===== config.mk =====
export PLATFORM = sky130hd
export DESIGN_NAME = ttw_queue
export DESIGN_NICKNAME = d
export VERILOG_FILES = /design/src/rtl/ttw_pkg.sv /design/src/rtl/ttw_queue.sv
export SDC_FILE = /design/constraint.sdc
export NUM_CORES = 1
export LEC_CHECK = 0
export ABC_AREA = 1
export BUFFER_PORTS_ARGS = -buffer_cell sky130_fd_sc_hd__buf_2
export CAP_MARGIN = 20
export CORE_AREA = 2 2 91 49
export CTS_BUF_LIST = sky130_fd_sc_hd__clkbuf_4 sky130_fd_sc_hd__clkbuf_8
export DETAILED_ROUTE_END_ITERATION = 8
export DIE_AREA = 0 0 93 51
export PLACE_DENSITY = 0.84
export SLEW_MARGIN = 20
export SYNTH_ARGS = -nofsm -noshare
export SYNTH_HDL_FRONTEND = slang
export SYNTH_SLANG_ARGS = --single-unit

===== constraint.sdc =====
create_clock -name clk -period 2.2 [get_ports clk]
set_input_delay 0.11 -clock clk [delete_from_list [all_inputs] [get_ports clk]]
set_output_delay 0.11 -clock clk [all_outputs]
set_load 0.01 [all_outputs]

===== src/rtl/ttw_pkg.sv =====
// ----------------------------------------------------------------------------
// Text terminal writer package
// Word types, operation codes, state encoding and fixed constants.
// ----------------------------------------------------------------------------
package ttw_pkg;

    // Request codes
    localparam logic [1:0] REQ_PUT   = 2'd0;
    localparam logic [1:0] REQ_READ  = 2'd1;
    localparam logic [1:0] REQ_CLEAR = 2'd2;

    // Bytes with special meaning
    localparam logic [7:0] CH_BS    = 8'h08;
    localparam logic [7:0] CH_TAB   = 8'h09;
    localparam logic [7:0] CH_NL    = 8'h0A;
    localparam logic [7:0] CH_CR    = 8'h0D;
    localparam logic [7:0] CH_BLANK = 8'h20;

    localparam logic [7:0] ATTR_RESET = 8'h07;

    // Linear cell address wide enough for the largest screen, and one bit more
    // for range compares against the cell count.
    localparam int CADDR_W   = 12;
    localparam int IDX_CMP_W = 13;

    // Command queue
    localparam int QDEPTH = 2;
    localparam int QPTR_W = 1;
    localparam int QCNT_W = 2;

    typedef struct packed {
        logic [1:0] req_type;
        logic [7:0] char_byte;
        logic [10:0] cell_index;
        logic       write_last;
    } ttw_req_t;

    typedef struct packed {
        logic [7:0] cell_char;
        logic [7:0] cell_attr;
        logic [6:0] cursor_column;
        logic [4:0] cursor_line;
        logic       cursor_commit;
    } ttw_rsp_t;

    typedef enum logic [2:0] {
        OP_WRITE,
        OP_NEWLINE,
        OP_CR,
        OP_BS,
        OP_READ,
        OP_CLEAR,
        OP_NOP
    } ttw_op_t;

    typedef struct packed {
        ttw_op_t              op;
        logic [7:0]           data;
        logic [CADDR_W-1:0]   addr;
        logic                 in_range;
        logic                 commit;
    } ttw_item_t;

    typedef struct packed {
        logic valid;
        logic full;
    } ttw_qstat_t;

    typedef enum logic [2:0] {
        ST_FILL,
        ST_IDLE,
        ST_READ,
        ST_SCROLL_RD,
        ST_SCROLL_WR
    } ttw_state_t;

endpackage


===== src/rtl/ttw_queue.sv =====
// ----------------------------------------------------------------------------
// Text terminal writer command queue
// Short FIFO of classified operations between front and back end.
// ----------------------------------------------------------------------------
module ttw_queue
    import ttw_pkg::*;
(
    input  logic       clk,
    input  logic       rst_n,
    input  logic       push,
    input  ttw_item_t  push_item,
    input  logic       pop,
    output ttw_item_t  head,
    output ttw_qstat_t q_stat
);

    ttw_item_t           q_mem_reg [QDEPTH];
    logic [QPTR_W-1:0]   wr_ptr_reg, wr_ptr_next;
    logic [QPTR_W-1:0]   rd_ptr_reg, rd_ptr_next;
    logic [QCNT_W-1:0]   count_reg,  count_next;
    logic                do_push, do_pop;

    assign q_stat.valid = (count_reg != '0);
    assign q_stat.full  = (count_reg == QCNT_W'(QDEPTH));
    assign head         = q_mem_reg[rd_ptr_reg];

    assign do_push = push && !q_stat.full;
    assign do_pop  = pop && q_stat.valid;

    always_comb
    begin
        wr_ptr_next = do_push ? wr_ptr_reg + 1'b1 : wr_ptr_reg;
        rd_ptr_next = do_pop  ? rd_ptr_reg + 1'b1 : rd_ptr_reg;
        count_next  = count_reg + QCNT_W'(do_push) - QCNT_W'(do_pop);
    end

    always_ff @(posedge clk or negedge rst_n)
    begin
        if (!rst_n)
        begin
            wr_ptr_reg <= '0;
            rd_ptr_reg <= '0;
            count_reg  <= '0;
        end
        else
        begin
            wr_ptr_reg <= wr_ptr_next;
            rd_ptr_reg <= rd_ptr_next;
            count_reg  <= count_next;
        end
    end

    always_ff @(posedge clk)
    begin
        if (do_push)
        begin
            q_mem_reg[wr_ptr_reg] <= push_item;
        end
    end

endmodule


== Word level (Yosys, flattened, before mapping) ==
Memories as Yosys holds them, arrays and structs flattened.
Cells that the tools add are included.
Word-level totals
  memories: 1
  output and inout bits: 27
  logic and storage cells: 15
  memory bits (read-only): 0
  input bits: 29
  register bits after elaboration: 4
  RAM bits: 50
  latch bits: 0
Memory list
  q_mem_reg: depth 2, width 25, read ports 1, clocked after Yosys merged registers in 0, wr ports 1, RTL line ttw_queue.sv:17  | ttw_item_t q_mem_reg [QDEPTH];
Operators by class
  add/subtract/negate cells: 4
  mux-type cells: 2
  shift operators: 0
  multiply operators: 0
  divide/modulo/power cells: 0
  eq/ne operators: 1
  reductions and logical operators: 4
  bitwise operators: 0
  magnitude comparators: 0
Operator list (number)
  $add A1 B1 Y1 const B: 2
  $add A2 B1 Y2: 1
  $eq A2 B2 Y1 const B: 1
  $logic_and A1 B1 Y1: 2
  $mux W1: 2
  $reduce_bool A2 Y1: 1
  $sub A2 B1 Y2: 1
  $logic_not A1 Y1: 1

== Depth between registers and ports, before layout ==
  depth in word-level cells: 5
  depth in mapped cells: 10
  gate-level depth less buffers: 10

== Worst setup path after synthesis ==
No wires, ideal clock.
  path kind: reg2reg
  from: register count_reg[1]
  to: memory q_mem_reg[1][0] (netlist bit) (enable)
  path slack: 0.170 ns
  data required time: 1.793 ns
  arrival time: 1.623 ns
  library setup time: 0.407 ns
  buffers on the path: 0
  stages on the path, launching flop included: 4
  cells stage by stage: dfrtp_1 nand2_1 nand2_1 nor2_1
Between the ends
  word-level cells in the longest chain between the ends: 5
Ends and longest elaborated chain
  from (decl): RTL line ttw_queue.sv:20  | logic [QCNT_W-1:0] count_reg, count_next;
  from (signal assigned): RTL line ttw_queue.sv:49  | count_reg <= count_next;
  $eq A2 B2 Y1: RTL line ttw_queue.sv:24  | assign q_stat.full = (count_reg == QCNT_W'(QDEPTH));
  $logic_not A1 Y1: RTL line ttw_queue.sv:27  | assign do_push = push && !q_stat.full;
  $logic_and A1 B1 Y1: RTL line ttw_queue.sv:27
  $mux W1: RTL line ttw_queue.sv:55  | if (do_push)
  $mux W1 (not written as such): RTL line ttw_queue.sv:57  | q_mem_reg[wr_ptr_reg] <= push_item;
  to (decl): RTL line ttw_queue.sv:17
No other way between the ends.

==> impl_metrics.ini <==
[floorplanning]
io_pins = 56
core_area_mm2 = 0.00408
start_util_pct = 51.2
rows = 17
die_w_um = 93
die_height_um = 51
die_area_mm2 = 0.00474

[global_route]
antenna_found_initial = 0
grt_pass1_wl_um = 6010
grt-ovfl-total = 0
grt_pass1_vias = 1303
grt_usage_pct = 17.3
grt_max_degree = 27

[final_layout]
n_antenna_cell = 0
fin_nets = 276
largest_reg_flops = 50
regArea_mm2 = 0.00160
drive_gt1_share_pct = 30.1
multiInputGateArea_um2 = 389
syn2layout_area_growth_pct = 31.0
fillers = 327
utilization_pct = 67.0

[sta]
hold_violations = 0
setup_viol = 0
fin_tns_setup_ns = 0
worst_pin_slew_ns = 0.503
slew_violations = 0
period_share_pct = 75.1
clock_skew_ns = 0.00305
fin_crit_ns = 1.65
worst_slack_ns = 0.548
max_freq_mhz = 605
max_slew_margin_pct = 66.4
rsz0062_at_grt = no

[synthesis]
async_reset_ff_share_pct = 7.41
postSynthNetCount = 194
yosysSeqAreaShare_pct = 76.6
synth_top_area_cell = edfxtp_1
synth_compound_area_share_pct = 0
yosysMostFrequentCell = nand2_1
yosysWarnings = 0
ys.flop_type = edfxtp_1
synth_cell_types = 12
yosys-mux-area-fraction_pct = 0
synthSimpleGateAreaFrac_pct = 17.3
synth_top_family_by_area = simple AND/OR/NAND/NOR gates
postSynthAreaPerCell_um2 = 12.8
synth_fa_ha_area_share_pct = 1.20
netlist.area_leader.share_pct = 71.9
synthTopCellsByCount = nand2_1 (83), edfxtp_1 (50), inv_1 (9), nand2_2 (5), dfrtp_1 (4)
syn_area_mm2 = 0.00209
synth_cells = 163
synthTopCellsByArea = edfxtp_1 (72%), nand2_1 (15%), dfrtp_1 (4.8%)
synth_xor_xnor_area_share_pct = 0
ys_ff_latch = 54
synth_edf_count = 50

[clocking]
clkSinkCount = 54
cts.clk_slew.worst_paths_ns = 0.08
cts_tree = yes
cts_root_buf = clkbuf_8
clock_path_buffers = 2
cts_made_buffers = 5
htreeDepth = 2
clock_latency_ns = 0.30
post_cts_resized = 0

[place]
place_congestion = 0.754
post-dp-hpwl_um = 2520
post-place-ws_ns = 0.801
portBuffers = 55

[drt]
num_vias = 1358
viasPerCell = 4.48
firstDrtPassIters = 4
drt_iter0_drc = 50
post-route-drc-count = 0
detail-route-antenna-nets = 0
drt_wl_total_um = 3700
post_drt_wl_per_cell_um = 12.2

[power]
p_per_area_mw_per_mm2 = 1200
irDropWorstVdd_v = 0.000578
cellLeakagePower_nw = 1.24

[setup_path]
r2r-start = count_reg[1]
required_ns = 2.09
reg2reg_depth = 9
critPathCaptureType = output port
crit_chain = buf_4 -> nand2_1 -> nand2_1 -> buf_2
setup.worst_path.start = rd_ptr_reg
r2r_slack_ns = 0.80
endpoint = head[8]
startpoint_type = flip-flop
slowest_stage = dfrtp_1
arrival_ns = 1.54
slowest_delay_ns = 0.66
critPathKind = reg -> out
r2r-end = count_reg[1]
crit_fanout = 15
critical_path.most_common_cell = nand2_1

[flow_run]
cap_violations = 0

[outcome]
status = completed

[hold_path]
worstHoldPathType = in -> reg
==> how the worst min path moves through the flow <==
stage / endpoint / from / depth (start not counted) / slack, ns
floorplan: count_reg[0] / rst_n / 0 / -0.19
global placement: count_reg[0] / rst_n / 1 / -0.08
detailed placement: count_reg[0] / rst_n / 1 / -0.08
CTS: q_mem_reg[0][11] / push_item[11] / 1 / 0.002
global route: q_mem_reg[1][9] / push_item[9] / 1 / 0.001
finish: q_mem_reg[1][9] / push_item[9] / 1 / 0.02
==> routing by layer <==
layer  global-route usage [%]  routed length, um  vias up
li1                         -                  -      699
met1                     25.8               1890      610
met2                     24.6               1540       47
met3                     6.34                252        2
met4                     3.68                 14        0
met5                        0                  0        -
==> repair_timing <==
| item | CTS | global route |
|---|---|---|
| hold buffers | 19 | 2 |
| setup buffers | 0 | 0 |
| endpoints found under the hold margin | 39 | 4 |
| endpoints found under the setup margin | 0 | 0 |
==> critical path: cells and delay by family, from the launching register on <==
family | cells | cell delay (ns)
simple gates | 2 | 0.15
flops | 1 | 0.66
buf+inv | 2 | 0.42
==> logic make-up after synthesis <==
logic type / Yosys count
buffers and inverters: 15
flip-flops: 54
AND/OR/NAND/NOR: 92
adder cells (fa/ha/maj): 2
==> where the power goes <==
group / internal, mW / switching, mW / total (mW)
registers: 1.40 / 0.104 / 1.51
logic: 0.413 / 0.713 / 1.13
clock network: 0.365 / 0.287 / 0.652
==> cell type report <==
cell class	count	area share [%]
clock buffer	7	3.06
sequential	54	58.5
tap	57	2.61
multi-input combinational	94	14.2
clock inverter	1	1.10
timing repair buffer	80	18.8
inverter	10	1.65
==> cells in the final DEF, fill, tap and decap left out, drive strengths merged <==
cell type    Yosys  routed
nand2           88      88
edfxtp          50      50
nor2             1       1
nand3            3       3
dfrtp            4       4
inv             10      10
ha               2       2
dlygate4sd3      0      21
buf              5      59
bufinv           0       1
clkbuf           0       7
==> stage by stage <==
step | instance area (um^2) | instances | hold WS, ns | power (mW)
3_3_place_gp | 2410 | 274 | -0.0764 | 2.62
2_1_floorplan | 2090 | 163 | -0.186 | 2.27
3_5_place_dp | 2410 | 274 | -0.0767 | 2.64
6_report | 2740 | 303 | 0.0191 | 3.29
4_1_cts | 2720 | 301 | 0.00243 | 3.32
5_1_grt | 2740 | 303 | 0.00127 | 3.53
Power figures use the tool's default switching activity.
