--- config.mk ---
export PLATFORM = sky130hd
export DESIGN_NAME = ttw_front
export DESIGN_NICKNAME = d
export VERILOG_FILES = /design/src/rtl/ttw_pkg.sv /design/src/rtl/ttw_front.sv
export SDC_FILE = /design/constraint.sdc
export NUM_CORES = 1
export LEC_CHECK = 0
export CELL_PAD_IN_SITES_DETAIL_PLACEMENT = 1
export CELL_PAD_IN_SITES_GLOBAL_PLACEMENT = 1
export CORE_AREA = 2 2 39 41
export DETAILED_ROUTE_END_ITERATION = 16
export DIE_AREA = 0 0 41 43
export DONT_BUFFER_PORTS = 1
export PLACE_DENSITY = 0.65
export SYNTH_ARGS = -nofsm -noshare
export SYNTH_HDL_FRONTEND = slang
export SYNTH_SLANG_ARGS = --single-unit
--- constraint.sdc ---
create_clock -name vclk -period 1.2
set_input_delay 0.18 -clock vclk [all_inputs]
set_output_delay 0.18 -clock vclk [all_outputs]
set_load 0.01 [all_outputs]
--- src/rtl/ttw_pkg.sv ---
// ----------------------------------------------------------------------------
// Text terminal writer package
// Word types, operation codes, state encoding and fixed constants.
// ----------------------------------------------------------------------------
package ttw_pkg;

    // Request codes
    localparam logic [1:0] REQ_PUT   = 2'd0;
    localparam logic [1:0] REQ_READ  = 2'd1;
    localparam logic [1:0] REQ_CLEAR = 2'd2;

    // Bytes with special meaning
    localparam logic [7:0] CH_BS    = 8'h08;
    localparam logic [7:0] CH_TAB   = 8'h09;
    localparam logic [7:0] CH_NL    = 8'h0A;
    localparam logic [7:0] CH_CR    = 8'h0D;
    localparam logic [7:0] CH_BLANK = 8'h20;

    localparam logic [7:0] ATTR_RESET = 8'h07;

    // Linear cell address wide enough for the largest screen, and one bit more
    // for range compares against the cell count.
    localparam int CADDR_W   = 12;
    localparam int IDX_CMP_W = 13;

    // Command queue
    localparam int QDEPTH = 2;
    localparam int QPTR_W = 1;
    localparam int QCNT_W = 2;

    typedef struct packed {
        logic [1:0] req_type;
        logic [7:0] char_byte;
        logic [10:0] cell_index;
        logic       write_last;
    } ttw_req_t;

    typedef struct packed {
        logic [7:0] cell_char;
        logic [7:0] cell_attr;
        logic [6:0] cursor_column;
        logic [4:0] cursor_line;
        logic       cursor_commit;
    } ttw_rsp_t;

    typedef enum logic [2:0] {
        OP_WRITE,
        OP_NEWLINE,
        OP_CR,
        OP_BS,
        OP_READ,
        OP_CLEAR,
        OP_NOP
    } ttw_op_t;

    typedef struct packed {
        ttw_op_t              op;
        logic [7:0]           data;
        logic [CADDR_W-1:0]   addr;
        logic                 in_range;
        logic                 commit;
    } ttw_item_t;

    typedef struct packed {
        logic valid;
        logic full;
    } ttw_qstat_t;

    typedef enum logic [2:0] {
        ST_FILL,
        ST_IDLE,
        ST_READ,
        ST_SCROLL_RD,
        ST_SCROLL_WR
    } ttw_state_t;

endpackage

--- src/rtl/ttw_front.sv ---
// ----------------------------------------------------------------------------
// Text terminal writer front end
// Accepts request words and classifies them into queue operations.
// ----------------------------------------------------------------------------
module ttw_front
    import ttw_pkg::*;
#(
    parameter int COLUMNS = 80,
    parameter int ROWS    = 25
)
(
    input  logic       start,
    input  ttw_req_t   request,
    input  ttw_qstat_t q_stat,
    input  logic       init_busy,
    output logic       busy,
    output logic       push,
    output ttw_item_t  item
);

    localparam int CELLS = COLUMNS * ROWS;

    assign busy = q_stat.full || init_busy;
    assign push = start && !busy;

    always_comb
    begin
        item          = '0;
        item.op       = OP_NOP;
        item.data     = request.char_byte;
        item.addr     = CADDR_W'(request.cell_index);
        item.in_range = IDX_CMP_W'(request.cell_index) < IDX_CMP_W'(CELLS);
        item.commit   = 1'b0;
        case (request.req_type)
            REQ_PUT:
            begin
                item.commit = request.write_last;
                case (request.char_byte)
                    CH_NL:   item.op = OP_NEWLINE;
                    CH_CR:   item.op = OP_CR;
                    CH_BS:   item.op = OP_BS;
                    CH_TAB:
                    begin
                        // Tab writes a blank and advances like any printable byte
                        item.op   = OP_WRITE;
                        item.data = CH_BLANK;
                    end
                    default: item.op = OP_WRITE;
                endcase
            end
            REQ_READ:  item.op = OP_READ;
            REQ_CLEAR:
            begin
                item.op     = OP_CLEAR;
                item.commit = 1'b1;
            end
            default:   item.op = OP_NOP;
        endcase
    end

endmodule

* Yosys cells after proc, flatten, opt, wreduce, memory -nomap -nowiden *
Index checks and enable logic that the tools add are counted.

storage, ports and cells
  bits in registers = 0
  input bits = 26
  output and inout port bits = 27
  logic and storage cells = 16

operators by class
  order comparisons = 1
  equal/unequal tests = 6
  mux-type cells = 5
  reductions and logical operators = 4

operator list
  operator              count
  $eq 8x4->1 const B    4
  $mux 8                2
  $lt 11x11->1 const B  1
  $pmux 3 s3            1
  $pmux 2 s3            1
  $eq 2x1->1 const B    1
  $eq 2x2->1 const B    1
  $logic_not 2->1       1
  $pmux 1 s2            1
  $logic_and 1x1->1     1
  $logic_not 1->1       1
  $logic_or 1x1->1      1

* Logic depth before layout (Yosys ltp) *
Gate-level depths: netlist of run 1.

  word-level depth = 3
  depth in mapped cells = 4
  gate-level depth less buffers = 4

* Worst setup path after synthesis of run 1 *
Ideal clock, no wire load.

  path type = input to output
  start = input port request[20] (netlist bit)
  end = output port item[19] (netlist bit)
  data arrival time = 1.027 ns
  data required time = 1.020 ns
  path slack = -0.007 ns
  stages = 4
  buffers on the path = 0
  path through = inv_1 ha_1 nand4_2 o41ai_1

RTL lines
  element          line             text
  start, declared  ttw_front.sv:13  input ttw_req_t request,
  end, declared    ttw_front.sv:18  output ttw_item_t item

==> flow_summary.toml, run 1 <==
[placed_design]
port_buffers = 0
dpl.cell_count = 42
detailedPlacementHpwl_um = 551.7
place_congestion = 0.6487

[synth]
synth_area_um2 = 282.8
synth.yosys.warnings = 0
postSynthAreaPerCell_um2 = 6.897
yosysSeqAreaShare_pct = 0
synth_top_area_share_pct = 31.86
synthesis.nets = 69
synth_top_area_cell = "buf_4"
synth.distinct_cells = 21
syn_inst = 41
yosysMostFrequentCell = "buf_4"
synth_common_cells = "12 x buf_4, 6 x inv_1, 3 x clkbuf_1"
synth_area_leaders = "buf_4 32%, ha_1 8.8%, inv_1 8.0%"

[critical_path]
path_buf_inv = 2
crit_slowest_cell = "o32ai_2"
critical_path_class = "in2out"
worst_setup_path_start_kind = "primary input"
cp.arrival_ns = 0.95
startpoint = "request[20]"
crit_chain = "inv_1 -> ha_2 -> nand4_4 -> o32ai_2 -> buf_4"
cp_top_family = "buffers and inverters"
slowest_delay_ns = 0.22
worst-path-max-fanout = 5
cp-end-kind = "output port"
cp_data_required_time_ns = 1.02

[floorplan]
die_height_um = 43
dieArea_um2 = 1763
die_x_um = 41
start_util_pct = 20.43
rows = 14
core_area_um2 = 1384
ioPinCount = 53

[detailed_routing]
vias = 213
drc = 0
first_iter_violations = 0
drt_pass1_iterations = 1
viasPerCell = 5.071
drt.antenna.violating_nets = 0
wl_um = 618
avgRoutedWirePerCell_um = 14.71

[sta]
rsz0062_at_grt = "no"
fin_setup_tns_ns = 0
report.final.slew_viol_count = 0
max_freq_ghz = 0.8826
period_needed_ns = 1.133
finalHoldViolCount = 0
setup-violations-final = 0
period_share_pct = 94.42

[layout]
fillers = 171
multi_input_area_um2 = 170.2
instances_no_fill = 42
seq_cells = 0
nClkBuffers = 0
layout.cells.most_common = "inv_1"
area_growth_syn_to_layout_pct = -19.47
seqCellArea_um2 = 0
layout_common_cells = "6 x inv_1, 2 x nor2_1, 2 x buf_4"
nets = 56
drive_gt1_share_pct = 34.62
diodes = 0

[global_route]
grt_pass1_wl_um = 834
grt_pass1_vias = 203
grt_max_degree = 7
grt_usage_pct = 6.294
antenna_found_initial = 0
grt_remaining_overflow = 0

[worst_hold_path]
hp-start = "request[1]"
hold_path.class = "in2out"

[run_status]
status = "completed"

[power_and_ir_drop]
p_leak_nw = 0.1022
report.power.total_w = 0.00006200
peakVddDrop_mv = 0.08559
pwr_density_cell_nw_per_um2 = 272.2

[flow_run]
cap_violations = 0
-- through the flow --
step	area [µm²]	util, %	setup WS [ns]	hold slack (ns)
after floorplan	290.3	-	0.05348	0.4368
after global placement	209.0	15.10	0.01744	0.3601
after detailed placement	209.0	15.10	-0.002126	0.3601
after CTS	216.5	15.64	0.009881	0.3601
after global routing	227.7	16.46	0.005862	0.3600
final	227.7	16.46	0.06696	0.3600
-- final timing paths --
path                   end  slack (ns)  depth (start not counted)
hold / removal     item[2]        0.36                          0
setup / recovery  item[23]        0.07                          5
-- power by group --
group          total (W)  internal, W  switching (W)  leakage, nW
Sequential             0            0              0            0
Combinational  0.0000620    0.0000278      0.0000342        0.102
Clock                  0            0              0            0
-- cell families (layout without fill, tap and decap cells) --
group | Yosys count | in the layout | synth area share, %
buf+inv | 23 | 8 | 49.11
compound gates | 7 | 7 | 21.69
simple gates | 7 | 7 | 15.94
fa+ha+maj | 2 | 2 | 8.848
other cells | 1 | 1 | 1.326
xor+xnor | 1 | 1 | 3.098
-- per-layer routing --
metal / track usage (%) / part of all wire (%) / vias up
met2: 11.25 / 47 / 37
met5: 0 / 0 / -
li1: - / - / 90
met4: 0.6667 / 0 / 0
met3: 1.047 / 22 / 0
met1: 7.595 / 31 / 86
-- cell type report --
cell class	instances	area share [%]
multi-input cells	18	74.73
inverters	6	9.890
well taps	16	8.791
repair buffers	2	6.593
-- repair_timing --
action                                  CTS  global route
hold endpoints to repair                  0             0
hold buffers                              0             0
pin swaps                                 0             0
gates resized for setup                   1             2
endpoints found under the setup margin    1             4
buffers inserted                          0             0
(Power assumes the default switching activity.)
==> run 2, diff against run 1 <==
- CORE_AREA: 2 2 39 41 -> 4 4 41 43
- DIE_AREA: 0 0 41 43 -> 0 0 45 47
==> flow_summary.toml, run 2 (synthesis gave the netlist of run 1 again) <==
[run_status]
status = "completed"

[critical_path]
cp_data_required_time_ns = 1.02
cp-end-kind = "output port"
worst-path-max-fanout = 5
cp.arrival_ns = 0.94
critical_path_class = "in2out"
worst_setup_path_start_kind = "primary input"

[floorplan]
start_util_pct = 21.73
core_area_um2 = 1301
die_height_um = 47
rows = 13
ioPinCount = 53
dieArea_um2 = 2115
die_x_um = 45

[sta]
rsz0062_at_grt = "no"
setup-violations-final = 0
period_share_pct = 93.46
whs_ns = 0.3600
max_freq_ghz = 0.8916
report.final.slew_viol_count = 0
period_needed_ns = 1.122
finalHoldViolCount = 0

[power_and_ir_drop]
swShare_pct = 54.93
p_int_w = 0.00002793
comb_power_share_pct = 100.0
pwr_density_cell_nw_per_um2 = 273.6
peakVddDrop_mv = 0.06588
p_sw_w = 0.00003404
p_leak_nw = 0.1022
p_clk_share_pct = 0
p_seq_share_pct = 0

[layout]
layout.cells.most_common = "inv_1"
layout_common_cells = "6 x inv_1, 2 x nor2_1, 2 x buf_4"
seqCellArea_um2 = 0
seq_cells = 0
area_growth_syn_to_layout_pct = -19.91
nets = 56
drive_gt1_share_pct = 34.62
utilization_pct = 17.40
diodes = 0
nClkBuffers = 0

[detailed_routing]
viasPerCell = 5.585
wl_um = 703
drt.antenna.violating_nets = 0
vias = 229
drc = 0
drt_pass1_iterations = 1
first_iter_violations = 0
avgRoutedWirePerCell_um = 17.15

[global_route]
antenna_found_initial = 0
grt_usage_pct = 6.294
grt_pass1_vias = 253
grt_remaining_overflow = 0
grt_max_degree = 7
grt_pass1_wl_um = 1048

[worst_hold_path]
hold_path.class = "in2out"

[flow_run]
cap_violations = 0

[placed_design]
port_buffers = 0
place_congestion = 0.6485
detailedPlacementHpwl_um = 616.7

[cts]
cts.hold.buffers_added = 0
post_cts_buffers = 0
-- run 2: timing repair --
item	CTS	global route
hold endpoints to repair	0	0
gates resized for setup	1	2
endpoints found under the setup margin	1	3
pin swaps	0	0
-- run 2: worst max-delay path, stage by stage --
cell,delay (ns)
inv_1,0.06
ha_2,0.21
nand4_4,0.11
o41a_1,0.38
-- run 2: path summary, 6_finish.rpt --
| kind | start | endpoint | slack, ns | cells past startpoint |
|---|---|---|---|---|
| setup / recovery | request[20] | item[17] | 0.08 | 4 |
| hold / removal | request[19] | item[21] | 0.36 | 0 |
-- run 2: per-stage QoR --
stage	total power, W	TNS [ns]	setup slack, ns	instances	area [µm²]
after floorplan	0.00009539	0	0.05348	41	290.3
after global placement	0.00005561	0	0.02262	41	207.7
after detailed placement	0.00005632	-0.001651	-0.001651	41	207.7
after CTS	0.00006022	0	0.01947	41	215.2
after global routing	0.00006926	0	0.01044	41	226.5
final	0.00006197	0	0.07843	41	226.5
-- run 2: area by class of cell --
class,count,area (µm²)
Timing Repair Buffer,2,15.01
Fill cell,168,1075
Multi-Input combinational cell,18,170.2
Inverter,6,22.52
Tap cell,15,18.77
-- run 2: routing by layer --
metal	up-vias	global-route usage [%]	share of wire (%)
met2	40	11.02	43
met5	-	0	0
met3	4	1.533	26
met1	92	7.640	29
met4	0	1.754	1.4
li1	93	-	-
-- run 2: power groups by stage --
stage	Combinational [W]	Sequential (W)	Clock [W]
after CTS	0.0000602	0	0
after global placement	0.0000556	0	0
after global routing	0.0000693	0	0
after floorplan	0.0000954	0	0
after detailed placement	0.0000563	0	0
final	0.0000620	0	0
